$ cat config.mk
export PLATFORM = sky130hd
export DESIGN_NAME = yuv420_pair_to_argb
export DESIGN_NICKNAME = d
export VERILOG_FILES = /design/src/hdl/yuvargb_pkg.sv /design/src/hdl/yuvargb_chroma.sv /design/src/hdl/yuvargb_lane.sv /design/src/hdl/yuv420_pair_to_argb.sv
export SDC_FILE = /design/constraint.sdc
export NUM_CORES = 2
export LEC_CHECK = 0
export ABC_AREA = 1
export BUFFER_PORTS_ARGS = -buffer_cell sky130_fd_sc_hd__clkbuf_2
export CAP_MARGIN = 20
export CORE_MARGIN = 2
export CORE_UTILIZATION = 32
export DETAILED_ROUTE_END_ITERATION = 12
export PLACE_DENSITY = 0.44
export SYNTH_ARGS = -nofsm -noshare
export SYNTH_HDL_FRONTEND = slang
export SYNTH_SLANG_ARGS = --single-unit
$ cat constraint.sdc
create_clock -name i_clk -period 7.4 [get_ports i_clk]
set_input_delay 0.74 -clock i_clk [delete_from_list [all_inputs] [get_ports i_clk]]
set_output_delay 0.74 -clock i_clk [all_outputs]
set_load 0.02 [all_outputs]
$ cat src/hdl/yuvargb_pkg.sv
// shared types and fixed-point constants for the yuv 4:2:0 pair to argb converter
package yuvargb_pkg;

    // input word: one pixel pair with its shared chroma
    typedef struct packed {
        logic [7:0] luma_left;
        logic [7:0] luma_right;
        logic [7:0] chroma_u;
        logic [7:0] chroma_v;
        logic       right_present;
    } t_pix_in;

    // result word: one argb pixel
    typedef struct packed {
        logic [7:0] alpha;
        logic [7:0] red;
        logic [7:0] green;
        logic [7:0] blue;
        logic       last_of_pair;
    } t_pix_out;

    localparam int OFF_W  = 10;
    localparam int PROD_W = 27;
    localparam int LANE_W = 28;

    // chroma offsets plus the two luma samples that go with them
    typedef struct packed {
        logic [7:0]              luma_left;
        logic [7:0]              luma_right;
        logic signed [OFF_W-1:0] off_r;
        logic signed [OFF_W-1:0] off_g;
        logic signed [OFF_W-1:0] off_b;
    } t_chroma;

    typedef struct packed {
        logic [7:0] red;
        logic [7:0] green;
        logic [7:0] blue;
    } t_rgb;

    localparam logic signed [17:0] K_R_V = 18'sd89858;
    localparam logic signed [17:0] K_G_V = -18'sd45773;
    localparam logic signed [17:0] K_G_U = -18'sd22014;
    localparam logic signed [17:0] K_B_U = 18'sd113618;
    localparam logic signed [17:0] K_Y   = 18'sd76283;
    localparam int                 ROUND_HALF = 32768;
    localparam logic [7:0]         ALPHA_OPAQUE = 8'hFF;
    localparam int                 LUMA_BLACK = 16;

endpackage

$ cat src/hdl/yuvargb_chroma.sv
// chroma offset pipeline: four constant multiplies, then round and shift
module yuvargb_chroma (
    input  logic                  i_clk,
    input  yuvargb_pkg::t_pix_in  i_pix,
    output yuvargb_pkg::t_chroma  o_chroma
);

    localparam int PW = yuvargb_pkg::PROD_W;
    localparam int OW = yuvargb_pkg::OFF_W;

    logic signed [7:0]    w_u;
    logic signed [7:0]    w_v;
    logic signed [PW-1:0] r_p_rv;
    logic signed [PW-1:0] r_p_gv;
    logic signed [PW-1:0] r_p_gu;
    logic signed [PW-1:0] r_p_bu;
    logic [7:0]           r_luma_l;
    logic [7:0]           r_luma_r;
    logic signed [PW-1:0] w_s_r;
    logic signed [PW-1:0] w_s_g;
    logic signed [PW-1:0] w_s_b;
    yuvargb_pkg::t_chroma r_out;

    // sample minus 128 is the sample with its top bit flipped, read as signed
    assign w_u = {~i_pix.chroma_u[7], i_pix.chroma_u[6:0]};
    assign w_v = {~i_pix.chroma_v[7], i_pix.chroma_v[6:0]};

    always_ff @(posedge i_clk) begin
        r_p_rv   <= PW'(w_v) * PW'(yuvargb_pkg::K_R_V);
        r_p_gv   <= PW'(w_v) * PW'(yuvargb_pkg::K_G_V);
        r_p_gu   <= PW'(w_u) * PW'(yuvargb_pkg::K_G_U);
        r_p_bu   <= PW'(w_u) * PW'(yuvargb_pkg::K_B_U);
        r_luma_l <= i_pix.luma_left;
        r_luma_r <= i_pix.luma_right;
    end

    assign w_s_r = r_p_rv + PW'(yuvargb_pkg::ROUND_HALF);
    assign w_s_g = r_p_gv + r_p_gu + PW'(yuvargb_pkg::ROUND_HALF);
    assign w_s_b = r_p_bu + PW'(yuvargb_pkg::ROUND_HALF);

    // floor shift by 16: the offsets fit easily in the kept bits
    always_ff @(posedge i_clk) begin
        r_out.luma_left  <= r_luma_l;
        r_out.luma_right <= r_luma_r;
        r_out.off_r      <= w_s_r[16+OW-1:16];
        r_out.off_g      <= w_s_g[16+OW-1:16];
        r_out.off_b      <= w_s_b[16+OW-1:16];
    end

    assign o_chroma = r_out;

endmodule

$ cat src/hdl/yuvargb_lane.sv
// one pixel lane: luma plus offsets, scale by the luma gain, round and clamp
module yuvargb_lane (
    input  logic                                i_clk,
    input  logic [7:0]                          i_luma,
    input  logic signed [yuvargb_pkg::OFF_W-1:0] i_off_r,
    input  logic signed [yuvargb_pkg::OFF_W-1:0] i_off_g,
    input  logic signed [yuvargb_pkg::OFF_W-1:0] i_off_b,
    output yuvargb_pkg::t_rgb                   o_rgb
);

    localparam int LW = yuvargb_pkg::LANE_W;
    localparam int TW = 11;

    logic signed [TW-1:0] w_y;
    logic signed [TW-1:0] w_t_r;
    logic signed [TW-1:0] w_t_g;
    logic signed [TW-1:0] w_t_b;
    logic signed [LW-1:0] r_p_r;
    logic signed [LW-1:0] r_p_g;
    logic signed [LW-1:0] r_p_b;
    yuvargb_pkg::t_rgb    r_rgb;

    function automatic logic [7:0] clamp8(input logic signed [LW-1:0] p);
        logic signed [LW-1:0] s;
        logic signed [LW-17:0] j;
        s = p + LW'(yuvargb_pkg::ROUND_HALF);
        j = s[LW-1:16];
        if (j < 0) begin
            clamp8 = 8'd0;
        end else if (j > (LW-16)'(255)) begin
            clamp8 = 8'd255;
        end else begin
            clamp8 = j[7:0];
        end
    endfunction

    assign w_y   = $signed({3'b000, i_luma}) - TW'(yuvargb_pkg::LUMA_BLACK);
    assign w_t_r = w_y + TW'(i_off_r);
    assign w_t_g = w_y + TW'(i_off_g);
    assign w_t_b = w_y + TW'(i_off_b);

    always_ff @(posedge i_clk) begin
        r_p_r <= LW'(w_t_r) * LW'(yuvargb_pkg::K_Y);
        r_p_g <= LW'(w_t_g) * LW'(yuvargb_pkg::K_Y);
        r_p_b <= LW'(w_t_b) * LW'(yuvargb_pkg::K_Y);
    end

    always_ff @(posedge i_clk) begin
        r_rgb.red   <= clamp8(r_p_r);
        r_rgb.green <= clamp8(r_p_g);
        r_rgb.blue  <= clamp8(r_p_b);
    end

    assign o_rgb = r_rgb;

endmodule

$ cat src/hdl/yuv420_pair_to_argb.sv
// top level: chroma pipeline, left and right pixel lanes, output merge
//
//   channel  | ports                      | handshake
//   ---------+----------------------------+-------------------------------
//   pair in  | start, busy, i_pix         | taken when start & !busy
//   pixel out| o_valid, o_pix             | o_valid per word, no stall
//
// a pair passes 2 chroma stages, 2 lane stages and the output register. a new
// pair or lone pixel can be taken while earlier ones are still in the pipe. a
// full pair needs the single output port twice, so busy is high for one cycle
// after a full pair is taken. synchronous reset clears the valid pipe, the
// pending right pixel and busy.
module yuv420_pair_to_argb (
    input  logic                  i_clk,
    input  logic                  i_rst_n,
    input  logic                  start,
    output logic                  busy,
    input  yuvargb_pkg::t_pix_in  i_pix,
    output logic                  o_valid,
    output yuvargb_pkg::t_pix_out o_pix
);

    localparam int DEPTH = 4;

    logic                  w_accept;
    logic                  r_busy;
    logic [DEPTH-1:0]      r_vld;
    logic [DEPTH-1:0]      r_two;
    yuvargb_pkg::t_chroma  w_chroma;
    yuvargb_pkg::t_rgb     w_left;
    yuvargb_pkg::t_rgb     w_right;
    yuvargb_pkg::t_rgb     r_hold;
    logic                  r_hold_v;
    logic                  n_hold_v;
    logic                  r_out_v;
    logic                  n_out_v;
    yuvargb_pkg::t_pix_out r_out;
    yuvargb_pkg::t_pix_out n_out;

    assign w_accept = start && !r_busy;
    assign busy     = r_busy;

    yuvargb_chroma u_chroma (
        .i_clk    (i_clk),
        .i_pix    (i_pix),
        .o_chroma (w_chroma)
    );

    yuvargb_lane u_lane_left (
        .i_clk   (i_clk),
        .i_luma  (w_chroma.luma_left),
        .i_off_r (w_chroma.off_r),
        .i_off_g (w_chroma.off_g),
        .i_off_b (w_chroma.off_b),
        .o_rgb   (w_left)
    );

    yuvargb_lane u_lane_right (
        .i_clk   (i_clk),
        .i_luma  (w_chroma.luma_right),
        .i_off_r (w_chroma.off_r),
        .i_off_g (w_chroma.off_g),
        .i_off_b (w_chroma.off_b),
        .o_rgb   (w_right)
    );

    always_ff @(posedge i_clk) begin
        if (!i_rst_n) begin
            r_busy <= 1'b0;
            r_vld  <= '0;
        end else begin
            r_busy <= w_accept && i_pix.right_present;
            r_vld  <= {r_vld[DEPTH-2:0], w_accept};
        end
    end

    always_ff @(posedge i_clk) begin
        r_two <= {r_two[DEPTH-2:0], i_pix.right_present};
    end

    // merge: left pixel goes out at once, right one waits in r_hold and follows in the next cycle
    always_comb begin
        n_hold_v            = 1'b0;
        n_out_v             = 1'b0;
        n_out.alpha         = yuvargb_pkg::ALPHA_OPAQUE;
        n_out.red           = r_hold.red;
        n_out.green         = r_hold.green;
        n_out.blue          = r_hold.blue;
        n_out.last_of_pair  = 1'b1;
        if (r_vld[DEPTH-1]) begin
            n_out_v            = 1'b1;
            n_out.red          = w_left.red;
            n_out.green        = w_left.green;
            n_out.blue         = w_left.blue;
            n_out.last_of_pair = !r_two[DEPTH-1];
            n_hold_v           = r_two[DEPTH-1];
        end else if (r_hold_v) begin
            n_out_v = 1'b1;
        end
    end

    always_ff @(posedge i_clk) begin
        if (!i_rst_n) begin
            r_hold_v <= 1'b0;
            r_out_v  <= 1'b0;
        end else begin
            r_hold_v <= n_hold_v;
            r_out_v  <= n_out_v;
        end
    end

    always_ff @(posedge i_clk) begin
        r_out <= n_out;
        if (r_vld[DEPTH-1]) begin
            r_hold <= w_right;
        end
    end

    assign o_valid = r_out_v;
    assign o_pix   = r_out;

endmodule
Yosys cells after proc, flatten, opt, wreduce, memory -nomap -nowiden
Cells that the tools add are included.
{ "word_totals": {"regBits": 436, "latchBits": 0, "ram_bits": 0, "rom_bits": 0, "inputBits": 36, "out_inout_bits": 35, "mem_count": 0} }
{ "classes": {"n_addsub": 18, "multipliers": 10, "n_div": 0, "order_cmp": 12, "eq_ne": 0, "shifts": 0, "muxes": 9, "bitwise": 2, "n_reduce_logical": 5} }
{ "op_table": {"columns": ["cell", "count"], "rows": [
  ["adder 28 x 17 -> 28 bit (second input constant)", 6],
  ["multiplier 11 x 18 -> 28 bit (second input constant)", 6],
  ["adder 26 x 17 -> 26 bit (second input constant)", 3],
  ["multiplier 8 x 17 -> 25 bit (second input constant)", 3],
  ["> comparator 12 x 9 -> 1 bit (second input constant)", 6],
  ["< comparator 12 x 1 -> 1 bit (second input constant)", 6],
  ["adder 9 x 10 -> 11 bit", 6],
  ["2-to-1 mux 8 bit", 6],
  ["adder 25 x 24 -> 26 bit", 1],
  ["2-to-1 mux 25 bit", 1],
  ["multiplier 8 x 15 -> 23 bit (second input constant)", 1],
  ["subtractor 8 x 5 -> 9 bit (second input constant)", 2],
  ["logical AND 1 bit", 2],
  ["logical NOT 1 bit", 2],
  ["2-to-1 mux 1 bit", 2],
  ["inverter 1 bit", 2],
  ["AND reduction 2 bit", 1]
]} }

Logic depth before layout (Yosys ltp)
{ "logic_depth": {"depth_word": 3, "mapped_depth": 34} }

By module
From an unflattened synthesis, not the netlist that was laid out.
{ "unflattened": {"hier_cells": 5632, "hier_area_um2": 44261.2} }
{ "by_module_without_submodules": {"columns": ["module", "n_inst", "cells_per_inst", "area_each_um2", "seq_area_each_um2"], "rows": [
  ["yuvargb_lane at u_lane_right", 1, 1978, 14844.2, 1261.2],
  ["yuvargb_lane at u_lane_left", 1, 1955, 14752.9, 1261.2],
  ["yuvargb_chroma", 1, 1536, 12742.2, 2622.5],
  ["yuv420_pair_to_argb", 1, 163, 1921.8, 1441.4]
]} }

Worst setup path after synthesis
Ideal clock, no wire load.
{ "synth_timing": {"kind": "flip-flop to flip-flop", "start": "reg u_chroma.r_out, in the netlist u_chroma.o_chroma[34]", "end": "reg u_lane_right.r_p_r[27]", "setup_ns": 0.113, "arrival_time_ns": 5.895, "required_time_ns": 7.287, "setup_slack_ns": 1.392, "path_stages_with_launch": 28, "path_buffers": 0, "synth_period_minus_slack_ns": 6.008, "path_cell_list": "dfxtp_1 -> inv_1 -> ha_1 -> nor3b_1 -> ha_1 -> inv_1 -> nor3_1 -> nand3_1 -> nand4_1 -> xor2_1 -> inv_1 -> ha_1 -> fa_1 -> inv_1 -> fa_1 -> fa_1 -> fa_1 -> inv_1 -> ha_1 -> nand2_1 -> o21ai_0 -> nand2_1 -> nand2_1 -> nand2_1 -> nand2_1 -> nor2_1 -> nand2_1 -> nand2_1"} }
{ "synth_between": {"elab_chain_cells": 3} }
{ "synth_rtl": {"columns": ["item", "line_no", "source"], "rows": [
  ["start: declaration", "yuvargb_chroma.sv:22", "yuvargb_pkg::t_chroma r_out;"],
  ["subtractor 8 x 5 -> 9 bit", "yuvargb_lane.sv:37", "assign w_y = $signed({3'b000, i_luma}) - TW'(yuvargb_pkg::LUMA_BLACK);"],
  ["adder 9 x 10 -> 11 bit", "yuvargb_lane.sv:38", "assign w_t_r = w_y + TW'(i_off_r);"],
  ["multiplier 11 x 18 -> 28 bit", "yuvargb_lane.sv:43", "r_p_r <= LW'(w_t_r) * LW'(yuvargb_pkg::K_Y);"],
  ["end signal: assignment", "yuvargb_lane.sv:43", null],
  ["end: declaration", "yuvargb_lane.sv:18", "logic signed [LW-1:0] r_p_r;"]
]} }
No other way between the ends.
A chain may end at the register's enable or synchronous reset.

Worst setup path in the final report
Ends and elaborated chain as after synthesis.

==> results.py <==
metrics = {
    "worst_setup_path": {
        "regToRegStartpoint": "u_chroma.o_chroma[34]",
        "crit_path_start_kind": "flip-flop",
        "r2r_slack_ps": 680,
        "path_class": "flip-flop to flip-flop",
        "r2r_cells": 27,
        "path_max_fanout": 5,
        "cp-end-kind": "flip-flop",
        "regToRegEndpoint": "u_lane_right.r_p_r[27]",
        "arrival_ps": 7210,
        "required_ps": 7890,
    },
    "synthesis": {
        "synth_area_per_cell_sq_um": 7.90,
        "ys_ff_latch": 317,
        "synthXorXnorAreaFrac_pct": 3.69,
        "synthArstFlopShare_pct": 0,
        "yosysUniqueCellTypes": 51,
        "ys.flop_type": "dfxtp_1",
        "synthMuxAreaShare_pct": 0.0227,
        "synth_top_family_by_area": "adder cells",
        "synthSimpleGateAreaFrac_pct": 18.6,
        "synth-edff-count": 24,
        "synth_compound_area_share_pct": 6.61,
        "yosys_warnings": 0,
        "seq_area_frac_synth_pct": 14.9,
        "synthAdderAreaFrac_pct": 45.0,
        "synthesis.area_sq_um": 44100,
        "synthCells": 5586,
    },
    "place": {
        "place_congestion": 0.848,
        "io_buffers": 62,
        "place_hpwl_um": 101000,
    },
    "cts": {
        "htree_levels": 2,
        "cts_tree": "yes",
        "cts.clk_slew.worst_paths_ps": 80,
        "worstSkewPairLatency_ps": 630,
        "post-cts-setup-buffers": 0,
        "numCtsBuffers": 41,
        "cts_root_buffer": "clkbuf_16",
        "clock-sinks": 317,
        "clockBufferDepth": 3,
        "hold_buffers": 0,
        "cts_resized": 0,
    },
    "sta": {
        "clock_skew_ps": 40.7,
        "hold_viol": 0,
        "rsz0062_at_grt": "false",
        "drv_slew": 0,
        "finalWorstPathRequiredPeriod_ps": 6720,
        "hold-worst-slack_ps": 211,
        "slew_headroom_pct": 41.0,
        "max_slew.worst_pin.slew_ps": 878,
        "setup_tns_ps": 0,
        "finalSetupViolations": 0,
        "max_freq_mhz": 149,
        "period_share_pct": 90.8,
    },
    "routing": {
        "via_count": 34100,
        "drtIter0Drc": 1358,
        "detail_route.first_pass.iterations": 6,
        "vias_per_cell": 4.53,
        "wire_per_inst_um": 15.2,
        "postRouteAntennaNets": 0,
        "finalWirelength_um": 115000,
        "drc": 0,
    },
    "floorplan": {
        "num_rows": 136,
        "die_y_um": 375,
        "die_x_um": 375,
        "ios": 71,
        "die-area_sq_um": 141000,
        "coreArea_sq_um": 137000,
        "start_util_pct": 32.2,
    },
    "global_route": {
        "track_usage_pct": 16.7,
        "grt_pass1_wl_um": 190000,
        "grt_pass1_vias": 35600,
        "grt.overflow.total": 0,
        "grt_max_degree": 50,
        "grt_antenna_before_repair": 7,
    },
    "flow_run": {
        "maxCapViolations": 0,
    },
    "finish": {
        "fillers": 14600,
        "final_layout_size_suffix_gt1_share_pct": 3.54,
        "nets": 7050,
        "final_core_util_pct": 35.2,
        "area_growth_syn_to_layout_pct": 9.32,
    },
    "worst_hold_path": {
        "hp-start": "i_pix[30]",
        "hold_depth": 1,
        "min_to": "u_chroma.r_luma_l[5]",
        "hp-class": "input pin to flip-flop",
    },
    "status": {
        "status": "complete, no violations",
    },
}
cells in the mapped netlist (all sizes together), types with 12 or more instances:
cell type | n | share of area, %
inv | 1291 | 11
a21o | 37 | 0.63
nand3 | 224 | 2.6
a21oi | 283 | 3.2
fa | 461 | 21
nand4 | 114 | 1.6
a21boi | 12 | 0.20
or2 | 16 | 0.23
dfxtp | 293 | 13
nor3 | 79 | 0.99
xnor2 | 46 | 0.93
edfxtp | 24 | 1.6
nor3b | 17 | 0.29
o21ai | 139 | 1.6
nor2 | 360 | 3.1
xor2 | 138 | 2.8
buf | 12 | 0.18
ha | 848 | 24
nand2 | 1106 | 9.4
o21bai | 35 | 0.60
flip-flops by register name, indices dropped and copies added (netlist names), 11 cells and up:
name	flops
u_chroma.r_p_gu	23
u_lane_right.r_p_g	13
u_lane_right.r_p_r	13
u_lane_right.o_rgb	24
u_lane_left.r_p_r	13
u_chroma.r_p_rv	11
u_chroma.r_p_bu	11
o_pix	25
u_chroma.o_chroma	46
u_lane_left.r_p_g	13
r_hold	24
u_lane_left.o_rgb	24
u_lane_right.r_p_b	13
u_lane_left.r_p_b	13
u_chroma.r_p_gv	24
how the worst max path moves through the flow:
| stage | start | endpoint | depth (start not counted) |
|---|---|---|---|
| floorplan | u_chroma.o_chroma[34] | u_lane_right.r_p_r[27] | 27 |
| global placement | u_chroma.o_chroma[34] | u_lane_right.r_p_r[27] | 27 |
| detailed placement | u_chroma.o_chroma[34] | u_lane_right.r_p_r[27] | 27 |
| CTS | u_chroma.o_chroma[34] | u_lane_right.r_p_r[27] | 27 |
| global route | u_chroma.o_chroma[34] | u_lane_right.r_p_r[27] | 27 |
| finish | u_chroma.o_chroma[34] | u_lane_right.r_p_r[27] | 27 |
per-layer routing:
metal / part of all wire (%) / vias to the layer above / wire, um / track usage [%]
met5: 0.051 / - / 58 / 0
met4: 2.1 / 10 / 2420 / 3.78
met3: 2.7 / 120 / 3120 / 1.87
met2: 46 / 356 / 52600 / 28.1
met1: 49 / 15800 / 56600 / 22.8
li1: - / 17800 / - / -
through the flow:
stage | cells | setup WS (ps) | area [sq um]
3_3_place_gp | 7456 | 794 | 46800
5_1_grt | 7534 | 111 | 48200
2_1_floorplan | 5593 | 1390 | 44200
6_report | 7536 | 680 | 48200
4_1_cts | 7532 | 684 | 48200
3_5_place_dp | 7456 | 730 | 46800
kinds of logic after synthesis:
logic type | after synthesis
simple gates | 1936
fa+ha+maj | 1309
buf+inv | 1309
compound gates | 529
flops | 317
xor+xnor | 184
other cells | 1
mux | 1
worst max-delay path, stage by stage (launching register included):
cell,delay (ps)
dfxtp_1,320
inv_1,90
ha_1,230
xor2_1,500
ha_1,300
nand2_1,120
nor3_1,210
nand3_1,100
nand4_1,140
xor2_1,410
inv_1,210
ha_1,440
fa_1,570
inv_1,60
fa_1,510
fa_1,520
fa_1,550
inv_1,40
ha_1,300
nand2_1,80
o21ai_0,380
nand2_1,100
nand2_1,100
nand2_1,70
nand2_1,70
nor2_1,40
nand2_1,50
nand2_1,50
cells in the final DEF, fill, tap and decap left out, types with 4 or more instances in the layout:
cell type,count
nor4_1,6
inv_1,1287
inv_6,6
a21o_1,37
clkinv_2,7
xnor2_1,45
diode_2,4
o21bai_1,35
nor2_2,5
xor2_1,137
clkbuf_2,62
nor3b_1,17
nor3_1,73
nand3_1,220
clkbuf_16,41
a31oi_1,6
nand4_1,114
clkbuf_1,6
ha_1,848
or2_2,15
conb_1,8
a21boi_0,11
nand3_2,4
buf_4,25
o21ai_0,136
bufinv_16,4
nor2_1,352
inv_2,4
dfxtp_1,292
nand3b_1,9
edfxtp_1,24
a21oi_1,283
nand2_1,1103
fa_1,461
o21a_1,10
nor3_2,4
area by class of cell:
cell class | instances | area, sq um | area share [%]
clock inverter | 26 | 348 | 0.721
antenna | 4 | 10.0 | 0.0207
sequential | 317 | 6590 | 13.7
multi-input combinational | 3967 | 32600 | 67.6
inverter | 1291 | 4850 | 10.0
timing repair buffer | 87 | 498 | 1.03
clock buffer | 50 | 1090 | 2.26
tap | 1794 | 2240 | 4.65
Power is left out: the tool's default activity adds up to more than one toggle a clock period on the data nets, which glitch-free logic cannot reach.
